File: config.mk
export PLATFORM = sky130hd
export DESIGN_NAME = hpt_dot
export DESIGN_NICKNAME = d
export VERILOG_FILES = /design/src/design/hpt_pkg.sv /design/src/design/hpt_dot.sv
export SDC_FILE = /design/constraint.sdc
export NUM_CORES = 2
export LEC_CHECK = 0
export BUFFER_PORTS_ARGS = -buffer_cell sky130_fd_sc_hd__buf_2
export CAP_MARGIN = 20
export CORE_MARGIN = 5
export CORE_UTILIZATION = 55
export DETAILED_ROUTE_END_ITERATION = 6
export PLACE_DENSITY = 0.72
export SYNTH_ARGS = -nofsm -noshare
export SYNTH_HDL_FRONTEND = slang
export SYNTH_SLANG_ARGS = --single-unit
File: constraint.sdc
create_clock -name clk -period 9.2 [get_ports clk]
set_clock_uncertainty 0.1 [all_clocks]
set_input_delay 0.46 -clock clk [delete_from_list [all_inputs] [get_ports clk]]
set_output_delay 0.46 -clock clk [all_outputs]
set_load 0.01 [all_outputs]
File: src/design/hpt_pkg.sv
`default_nettype none
package hpt_pkg;

  localparam int REG_W   = 64;
  localparam int ENTRY_W = 16;
  localparam int IDX_W   = 2;

  typedef enum logic [IDX_W-1:0] {
    IDX_ROW0 = 2'd0,
    IDX_ROW1 = 2'd1,
    IDX_ROW2 = 2'd2,
    IDX_ROW3 = 2'd3
  } cfg_idx_t;

  localparam logic [REG_W-1:0] ROW0_RESET = 64'h0000_0000_0000_0100;
  localparam logic [REG_W-1:0] ROW1_RESET = 64'h0000_0000_0100_0000;
  localparam logic [REG_W-1:0] ROW2_RESET = 64'h0000_0100_0000_0000;
  localparam logic [REG_W-1:0] ROW3_RESET = 64'h0100_0000_0000_0000;

  // per-word flags carried along the divide stages
  typedef struct packed {
    logic       wz;
    logic [2:0] neg;
    logic [2:0] big;
  } hpt_meta_t;

endpackage
`default_nettype wire

File: src/design/hpt_dot.sv
`default_nettype none
module hpt_dot #(
  parameter int CW = 32,
  parameter int KW = 16
) (
  input  wire logic                        clk,
  input  wire logic                        en,
  input  wire logic signed [CW-1:0]        x,
  input  wire logic signed [CW-1:0]        y,
  input  wire logic signed [CW-1:0]        z,
  input  wire logic [hpt_pkg::REG_W-1:0]   row,
  output logic signed [CW+KW+1:0]          dot
);
  import hpt_pkg::*;

  localparam int PW = CW + KW;
  localparam int DW = CW + KW + 2;
  localparam int CF = CW / 2;

  logic signed [KW-1:0] c0, c1, c2, c3;
  logic signed [PW-1:0] p0, p1, p2, t3;

  assign c0 = row[0*ENTRY_W +: KW];
  assign c1 = row[1*ENTRY_W +: KW];
  assign c2 = row[2*ENTRY_W +: KW];
  assign c3 = row[3*ENTRY_W +: KW];

  always_ff @(posedge clk) begin
    if (en) begin
      p0  <= x * c0;
      p1  <= y * c1;
      p2  <= z * c2;
      t3  <= PW'(c3) <<< CF;
      dot <= DW'(p0) + DW'(p1) + DW'(p2) + DW'(t3);
    end
  end

endmodule
`default_nettype wire

==> summary.md <==
| Metric | Value |
|---|---|
| Status | `finished clean` |
| Worst R2R Setup Slack | `4.07 ns` |
| Longest Clk Path Bufs | `3` |
| #FFs+latches synth | `210` |
| Initial core utilization | `55.46%` |
| Via count | `45029` |
| Final period util | `76.84%` |
| DRC | `0` |
| HPWL Detailed | `128.8 mm` |
| Avg WL per Cell | `19.77 um` |
| Relative slew margins | `30.46%` |
| Largest cells by area after synthesis | `fa_1 49%, edfxtp_1 9.9%, inv_1 9.7%, ha_1 8.0%, and2_1 6.0%` |
| CTS tree | `yes` |
| Clk Latency, worst-skew pair | `0.54 ns` |
| Net Count, Synth | `8759` |
| Row count | `124` |
| Die ar. | `0.1224 mm^2` |
| Largest net degree at the start of global routing | `84` |
| Worst setup EP type | `flop` |
| Top-area cell type share of the netlist area | `48.55%` |
| Post-synthesis sequential area ratio | `9.930%` |
| Hold Crit Start | `row[50]` |
| Commonest cells in the netlist | `1643 x inv_1, 1540 x fa_1, 913 x nand2_1, 609 x and2_1, 404 x ha_1` |
| Final setup vio count | `0` |
| Layout net count | `8744` |
| First-pass GRT wire length | `264.5 mm` |
| Total I/O pin count | `212` |
| Final min period | `7.069 ns` |
| Post-synth EDFFs | `210` |
| Cell Area, Synth | `0.06350 mm^2` |
| Most common cell in the synthesized netlist | `inv_1` |
| Worst hold stages | `1` |
| RSZ-0062 raised after global routing | `no` |
| Area leader, netlist | `fa_1` |
| Reg2Reg Capture Point | `dot[48]` |
| Crit path DAT | `7.25 ns` |
| H-tree depth | `1` |
| Via density | `5.513` |
| Setup repair bufs after CTS | `0` |
| Iter 0 DRT Violations | `3096` |
| Number of global-route vias before repair | `49788` |
| Clock slew at reported path FFs | `0.06 ns` |
| Die X | `349.8 um` |
| Tot GR Track Use | `27.47%` |
| Clk sinks | `210` |
| Crit path launch type | `input port` |
| Slew Viols, Final | `0` |
| Congestion Overflow GR | `0` |
| Post-synth ARST share | `0%` |
| Fin. Hold Viols | `0` |
| Clock Root Buffer | `clkbuf_16` |
| Total length of routed wires | `161.5 mm` |
| Max Fclk | `141.5 MHz` |
| Die Ht | `349.8 um` |
| Core Area | `0.1145 mm^2` |
| I/O Buffers | `211` |
| Max Cap Viol | `0` |
| Crit Path Max Fanout | `32` |
| CP required | `9.38 ns` |
| Setup TNS | `0 ns` |
| Hold Path Sink | `t3[18]` |
| Placer Congestion | `0.8893` |
| Initial antenna violation count | `3` |
| Worst min-delay path category | `in2reg` |
| Yosys warns | `0` |
| CTS Buf Count | `23` |
| Most common flop cell mapped by yosys | `edfxtp_1` |
| Detail Route Antenna Nets | `0` |
| Mean post-synth cell area | `9.545 um^2` |
| Crit Path Category | `in2reg` |
| Pre-antenna DRT Iters | `5` |
| Reg2Reg Depth | `14` |
| Worst slew pin tran | `1.043 ns` |
| Share of layout cells above drive strength 1 | `4.073%` |
| Synth Instances | `6653` |
| Netlist cell types | `73` |
| Layout area overhead | `4.299%` |
| FF-to-FF Start | `p2[2]` |
critical path, cell delays in order:
cell      delay, ns
buf_2          0.54
nand2_1        0.17
fa_1           0.53
fa_1           0.57
fa_1           0.45
fa_1           0.55
inv_1          0.05
fa_1           0.50
inv_1          0.06
fa_1           0.47
inv_1          0.04
ha_1           0.33
and3_1         0.24
a221o_1        0.34
a211oi_4       0.33
a211oi_1       0.20
o21ai_2        0.22
a21oi_2        0.11
a221o_1        0.37
a211o_1        0.32
a311oi_2       0.28
xnor2_1        0.10
logic make-up (layout without fill, tap and decap cells):
logic type	after synthesis	in the layout	share of synthesized area (%)
flops	210	210	9.930
other cells	0	2	0
simple gates	1858	1858	14.02
compound gates	541	541	5.566
fa+ha+maj	1944	1944	56.51
buf+inv	1902	1903	11.24
xor+xnor	198	198	2.731
layout make-up:
cell class	count	area [um^2]
Multi-Input combinational cell	4541	50060
Inverter	1646	6178
Fill cell	9974	48270
Timing Repair Buffer	216	1105
Sequential cell	210	6306
Clock buffer	25	583.1
Antenna cell	2	5.005
Clock inverter	16	106.4
Tap cell	1512	1892
metal layers:
metal  wire length [um]  up-vias  global-route usage, %
met5                  0        -                      0
met4               7159        0                  10.04
met3              13530      435                  4.919
met2              76470     1833                  45.32
met1              64360    23182                  36.91
li1                   -    19579                      -
through the flow:
step                      instances  area (um^2)  setup slack (ns)  util, %  hold WS [ns]
after global routing           8166        66230             1.754    57.84      0.002790
after global placement         8124        65530             1.723    57.23        0.5391
after detailed placement       8124        65530             1.611    57.23        0.5429
after floorplan                6653        63500             2.446        -        0.4589
final                          8168        66230             2.131    57.85       0.02105
after CTS                      8165        66220             2.179    57.83    0.00001760
what timing repair did:
| action | CTS | global route |
|---|---|---|
| hold buffers | 0 | 1 |
| gates resized for setup | 0 | 0 |
| hold endpoints to repair | 0 | 1 |
sequential cells by signal (all words and copies together) (netlist names):
signal and count:
dot 50, p0 48, p1 48, p2 48, t3 16
worst max-delay path by stage:
stage	depth (start not counted)	slack, ns	from	end
after floorplan	22	2.45	row[1]	p0[46]
final	22	2.13	row[1]	p0[46]
after CTS	22	2.18	row[1]	p0[46]
after global placement	23	1.72	row[39]	p2[46]
after detailed placement	22	1.61	row[1]	p0[46]
after global routing	22	1.75	row[1]	p0[46]
cell usage in the layout (no fill, tap or decap), drive strengths merged, types with 8 or more instances in the layout:
master	count
fa	1540
a21oi	176
nand2b	44
o211ai	12
xnor2	147
clkinv	8
o21ai	89
o21a	14
edfxtp	210
a211oi	25
inv	1650
a31oi	20
o21bai	32
nand4	16
xor2	51
nor3	15
buf	214
nor2b	21
and2	609
a21o	103
ha	404
nand2	913
nand3	32
nor2	161
and3	22
clkbuf	26
Power is left out: the tool's default activity adds up to more than one toggle a clock period on the data nets, which glitch-free logic cannot reach.
