## src/design/hpt_pkg.sv

```systemverilog
`default_nettype none
package hpt_pkg;

  localparam int REG_W   = 64;
  localparam int ENTRY_W = 16;
  localparam int IDX_W   = 2;

  typedef enum logic [IDX_W-1:0] {
    IDX_ROW0 = 2'd0,
    IDX_ROW1 = 2'd1,
    IDX_ROW2 = 2'd2,
    IDX_ROW3 = 2'd3
  } cfg_idx_t;

  localparam logic [REG_W-1:0] ROW0_RESET = 64'h0000_0000_0000_0100;
  localparam logic [REG_W-1:0] ROW1_RESET = 64'h0000_0000_0100_0000;
  localparam logic [REG_W-1:0] ROW2_RESET = 64'h0000_0100_0000_0000;
  localparam logic [REG_W-1:0] ROW3_RESET = 64'h0100_0000_0000_0000;

  // per-word flags carried along the divide stages
  typedef struct packed {
    logic       wz;
    logic [2:0] neg;
    logic [2:0] big;
  } hpt_meta_t;

endpackage
`default_nettype wire

```

## src/design/hpt_div_step.sv

```systemverilog
`default_nettype none
module hpt_div_step #(
  parameter int CW = 32,
  parameter int DW = 50
) (
  input  wire logic                clk,
  input  wire logic                en,
  input  wire logic [DW-1:0]       r_in   [3],
  input  wire logic [CW-1:0]       low_in [3],
  input  wire logic [CW-1:0]       q_in   [3],
  input  wire logic [DW-1:0]       d_in,
  input  wire hpt_pkg::hpt_meta_t  meta_in,
  output logic [DW-1:0]            r_out   [3],
  output logic [CW-1:0]            low_out [3],
  output logic [CW-1:0]            q_out   [3],
  output logic [DW-1:0]            d_out,
  output hpt_pkg::hpt_meta_t       meta_out
);
  import hpt_pkg::*;

  logic [DW:0]   t    [3];
  logic [DW:0]   diff [3];
  logic [2:0]    ge;

  always_comb begin
    for (int i = 0; i < 3; i++) begin
      t[i]    = {r_in[i], low_in[i][CW-1]};
      diff[i] = t[i] - {1'b0, d_in};
      ge[i]   = t[i] >= {1'b0, d_in};
    end
  end

  always_ff @(posedge clk) begin
    if (en) begin
      for (int i = 0; i < 3; i++) begin
        r_out[i]   <= ge[i] ? diff[i][DW-1:0] : t[i][DW-1:0];
        q_out[i]   <= {q_in[i][CW-2:0], ge[i]};
        low_out[i] <= low_in[i] << 1;
      end
      d_out    <= d_in;
      meta_out <= meta_in;
    end
  end

endmodule
`default_nettype wire

```

## config.mk

```make
export PLATFORM = sky130hd
export DESIGN_NAME = hpt_div_step
export DESIGN_NICKNAME = d
export VERILOG_FILES = /design/src/design/hpt_pkg.sv /design/src/design/hpt_div_step.sv
export SDC_FILE = /design/constraint.sdc
export NUM_CORES = 1
export LEC_CHECK = 0
export BUFFER_PORTS_ARGS = -buffer_cell sky130_fd_sc_hd__buf_4
export CORE_AREA = 2 2 316 318
export DETAILED_ROUTE_END_ITERATION = 8
export DIE_AREA = 0 0 318 320
export RECOVER_POWER = 25
export SYNTH_ARGS = -nofsm -noshare
export SYNTH_HDL_FRONTEND = slang
export SYNTH_SLANG_ARGS = --single-unit
```

## constraint.sdc

```tcl
create_clock -name clk -period 6 [get_ports clk]
set_clock_uncertainty 0.2 [all_clocks]
set_input_delay 0 -clock clk [delete_from_list [all_inputs] [get_ports clk]]
set_output_delay 0 -clock clk [all_outputs]
set_load 0.01 [all_outputs]
```

==> results.ini, run 1 <==
[die]
num_io_pins=800
rows=115
coreArea_um2=97990
die_h_um=320
dieArea_um2=101800
die-width_um=318
initial_core_util_pct=22.55

[logic_synthesis]
ys_types=77
synthMuxAreaShare_pct=4.881
synth-edff-count=396
avgSynthCellArea_um2=11.83
synth_top_family_by_area=compound AO/OA/AOI/OAI gates
ys_ff_latch=396
ys.flop_type=edfxtp_1
synthesis.area_um2=22100
seq_area_frac_synth_pct=53.81
synth_xor_area_share_pct=5.469
synthArstFlopShare_pct=0
yosys.area_share.simple_pct=8.906
synth_compound_area_share_pct=15.25
yosysWarnings=0
syn-instance-count=1868
yosys.area_share.adder_pct=8.765

[pwr]
p_leak_nw=16.15
vdd_ir_drop_max_uv=199.5
power.density_nw_per_um2=251.1
finalPower_mw=9.604

[clock_network]
cts_buffers=52
clkSlewWorstSetupHoldPaths_ps=60
clock_path_buffers=3
cts_tree=built
htreeDepth=2
cts_root_buf=clkbuf_16
clock-sinks=396
post_cts_buffers=0

[status]
violations=max-capacitance violations, max-slew violations
status=finished, violations left

[global_route]
grt_max_degree=159
overflow=0
grt_pass1_wl_um=148000
grt_util_all_layers_pct=19.66
antenna_found_initial=23
first_global_vias=22060

[detailed_routing]
dr.pass1.iters=5
first_iter_violations=1389
wl_met3_um=6523
drtAntennaViolNets=0
top_layer_used=met5
drt-total-wl_um=103300
wl_met1_um=38580
route.detailed.drc=0
avgRoutedWirePerCell_um=21.89
vias_per_cell=4.552
num_vias=21481
wl_met2_um=53010

[cells_and_area]
fin_util_pct=39.04
area_growth_syn_to_layout_pct=73.11
fill_cells=9348
drive_gt1_share_pct=27.70
mostFrequentLayoutCells=dlygate4sd3_1, buf_4, edfxtp_1
layout.cells.non_filler=4719
fin_nets=3933
stdcell_area_um2=38260
final_common_cell=dlygate4sd3_1

[critical_path]
crit_arrival_ps=5490
crit_type=in -> reg
end_kind=flip-flop
path_max_fanout=4
crit_required_ps=6170
cp-start-kind=input port

[timing]
max_freq_mhz=187.9
hold_viol_final=0
maxSlewHeadroom_pct=-88.45
min_period_over_period_pct=88.68
worst_pin_slew_ps=2827
slew_viol_final=46
fin_ws_ps=679.0
setup_viol=0
rsz0062_at_grt=no
fin_tns_setup_ps=0
fin_crit_ps=5321
holdWs_ps=44.83

[run]
drv_cap=1

[place]
pre_cts_slack_ps=1334
place.detailed.hpwl_um=77960
place_inst=3907
place_congestion=0.9176
portBuffers=793
place_area_um2=29550

[min_path]
hold_class=in -> reg

[Yosys cell counts, drive strengths merged (16+ instances only)]
library cell | n | share of area, %
ha | 150 | 8.5
clkbuf | 32 | 0.54
a21oi | 224 | 5.1
edfxtp | 396 | 54
inv | 93 | 1.6
buf | 26 | 0.78
xor2 | 48 | 1.9
nand2 | 84 | 1.4
nand4 | 37 | 1.0
nor2b | 17 | 0.48
xnor2 | 90 | 3.6
mux2 | 78 | 4.8
nand3 | 35 | 0.79
nor3 | 19 | 0.45
o21ai | 87 | 2.0
nand2b | 16 | 0.45
nor2 | 151 | 2.6
o21bai | 29 | 0.99
a21o | 82 | 2.8
[final timing paths]
check	startpoint	end	slack, ps	cells after the start
max	d_in[0]	r_out[144]$_DFFE_PP_	680	18
min	r_in[44]	r_out[45]$_DFFE_PP_	40	3
[cell families (layout without fill, tap and decap cells)]
logic type	after synthesis	after routing
adder cells (fa/ha/maj)	153	153
multiplexers	80	80
flip-flops	396	396
AND/OR/NAND/NOR	413	413
buffers and inverters	151	1703
other	1	13
XOR/XNOR	138	138
AO/OA/AOI/OAI	536	536
[repair_timing]
action,CTS,global route
hold buffers,705,0
resized for setup,0,0
endpoints found under the hold margin,439,0
[flip-flops by register name (all words and copies together), names as in the netlist]
name	cells
low_out	93
r_out	150
d_out	50
q_out	96
meta_out	7
[routing by layer]
| layer | up-vias | GRT usage, % |
|---|---|---|
| met2 | 830 | 36.18 |
| met4 | 20 | 8.656 |
| li1 | 10091 | - |
| met5 | - | 0 |
| met3 | 223 | 4.756 |
| met1 | 10317 | 21.30 |
[cell type report]
cell class	instances	area (um2)	share of cell area (%)
Antenna cell	10	25.02	0.06541
Clock buffer	63	1364	3.565
Timing Repair Buffer	1513	13050	34.12
Clock inverter	34	372.9	0.9747
Inverter	93	349.1	0.9125
Sequential cell	396	11890	31.08
Tap cell	1287	1610	4.209
Multi-Input combinational cell	1323	9592	25.07
[worst max-delay path, cell delays in order]
cell	delay (ps)
dlygate4sd3_1	550
clkbuf_1	380
ha_1	270
inv_1	60
fa_1	410
a211oi_1	350
o21ai_0	250
a21oi_1	440
o211ai_1	310
a211o_1	360
a21oi_1	270
o21ai_0	130
buf_4	170
a21oi_1	330
o221ai_1	210
xor2_1	180
mux2_4	270
dlygate4sd3_1	540
[power breakdown]
part / total, mW / internal [mW] / switching, mW
clock: 3.24 / 1.89 / 1.35
sequential: 3.55 / 3.43 / 0.116
combinational: 2.81 / 1.44 / 1.37
total: 9.60 / 6.77 / 2.84
No activity file was read; power rests on OpenSTA's default activity.
==> run 2, diff against run 1 <==
--- a/config.mk
+++ b/config.mk
@@ -5,10 +5,10 @@
 export SDC_FILE = /design/constraint.sdc
 export NUM_CORES = 1
 export LEC_CHECK = 0
-export BUFFER_PORTS_ARGS = -buffer_cell sky130_fd_sc_hd__buf_4
-export CORE_AREA = 2 2 316 318
+export CORE_AREA = 2 2 308 310
 export DETAILED_ROUTE_END_ITERATION = 8
-export DIE_AREA = 0 0 318 320
+export DIE_AREA = 0 0 310 312
+export DONT_BUFFER_PORTS = 1
 export RECOVER_POWER = 25
 export SYNTH_ARGS = -nofsm -noshare
 export SYNTH_HDL_FRONTEND = slang
==> run 2 against run 1 <==
- the flow now stops in clock tree synthesis (4_1_cts)
- synthesized area unchanged
- synthesized cell count unchanged
==> results.ini, run 2 <==
[clock_network]
cts_buffers=46
cts_resized=0
htreeDepth=2
cts_root_buf=clkbuf_16
post_cts_buffers=0
clock_path_buffers=3
clock-sinks=396
postCtsHoldBufs=633

[logic_synthesis]
yosys-top-cells-area=edfxtp_1, ha_1, a21oi_1
syn-instance-count=1868
ys_ff_latch=396
avgSynthCellArea_um2=11.83
synthTopCellsByCount=edfxtp_1, a21oi_1, nor2_1
yosysWarnings=0
yosysTopAreaCellShare_pct=53.81
synth-edff-count=396
ys.flop_type=edfxtp_1
seq_area_frac_synth_pct=53.81
synth_most_common_cell=edfxtp_1
synthesis.area_um2=22100
synthArstFlopShare_pct=0
ys_types=77
yosysTopAreaCell=edfxtp_1

[place]
place_inst=3077
portBuffers=0
place.detailed.hpwl_um=71170
place_congestion=0.9024
pre_cts_slack_ps=1470

[die]
die-width_um=310
num_io_pins=800
rows=112
die_h_um=312
initial_core_util_pct=23.75

[status]
status=did not finish
lastStage=clock tree synthesis (4_1_cts)
error=[ERROR RSZ-0060] Max buffer count reached.

[run 2: cell counts after synthesis]
No cell type changed its count.
[run 2: cells by family after synthesis]
logic type	count (synthesis)	share of synthesized area, %
buf+inv	151	2.905
mux	80	4.881
other cells	1	0.01697
compound gates	536	15.25
simple gates	413	8.906
fa+ha+maj	153	8.765
xor+xnor	138	5.469
flops	396	53.81
[run 2: stage by stage]
stage                     hold WS, ps  utilization [%]  area [um2]
after global placement         -101.1            25.25       23500
after floorplan                -101.1                -       22110
after detailed placement       -101.1            25.25       23500
==> run 3, diff against run 2 <==
--- a/config.mk
+++ b/config.mk
@@ -5,10 +5,11 @@
 export SDC_FILE = /design/constraint.sdc
 export NUM_CORES = 1
 export LEC_CHECK = 0
-export CORE_AREA = 2 2 308 310
+export CORE_AREA = 2 2 310 312
 export DETAILED_ROUTE_END_ITERATION = 8
-export DIE_AREA = 0 0 310 312
+export DIE_AREA = 0 0 312 314
 export DONT_BUFFER_PORTS = 1
+export PLACE_DENSITY_LB_ADDON = 0.15
 export RECOVER_POWER = 25
 export SYNTH_ARGS = -nofsm -noshare
 export SYNTH_HDL_FRONTEND = slang
==> run 3 against run 2 <==
- the run again fails in clock tree synthesis (4_1_cts)
- synthesized cell count stayed put
- synthesized area did not move
==> results.ini, run 3 <==
[logic_synthesis]
syn-instance-count=1868
yosysTopAreaCellShare_pct=53.81
synthArstFlopShare_pct=0
synthMuxAreaShare_pct=4.881
synthesis.area_um2=22100
yosys.area_share.adder_pct=8.765
synth_most_common_cell=edfxtp_1
synth_compound_area_share_pct=15.25
synth_top_family_by_area=compound AO/OA/AOI/OAI gates
seq_area_frac_synth_pct=53.81
ys_types=77
ys_ff_latch=396
yosys-top-cells-area=edfxtp_1, ha_1, a21oi_1
yosysTopAreaCell=edfxtp_1
synth_xor_area_share_pct=5.469
synth-edff-count=396
synthTopCellsByCount=edfxtp_1, a21oi_1, nor2_1
ys.flop_type=edfxtp_1
avgSynthCellArea_um2=11.83
yosys.area_share.simple_pct=8.906
yosysWarnings=0

[clock_network]
post_cts_buffers=0
cts_buffers=49
cts_resized=0
cts_root_buf=clkbuf_16
htreeDepth=2
postCtsHoldBufs=637
clock-sinks=396
clock_path_buffers=3

[place]
place_congestion=0.8710
portBuffers=0
place_inst=3090
place.detailed.hpwl_um=73510

[status]
lastStage=clock tree synthesis (4_1_cts)
status=did not finish
error=[ERROR RSZ-0060] Max buffer count reached.

[die]
initial_core_util_pct=23.40
rows=113
num_io_pins=800
die_h_um=314
die-width_um=312

run 3: kinds of logic after synthesis:
kind of cell / Yosys count
compound gates: 536
xor+xnor: 138
fa+ha+maj: 153
buf+inv: 151
flops: 396
mux: 80
other cells: 1
simple gates: 413
run 3: stage by stage:
| stage | setup slack, ps | hold slack (ps) | util, % | area [um2] |
|---|---|---|---|---|
| after floorplan | 2564 | -101.1 | - | 22110 |
| after global placement | 1215 | -101.1 | 24.94 | 23560 |
| after detailed placement | 1263 | -101.1 | 24.94 | 23560 |
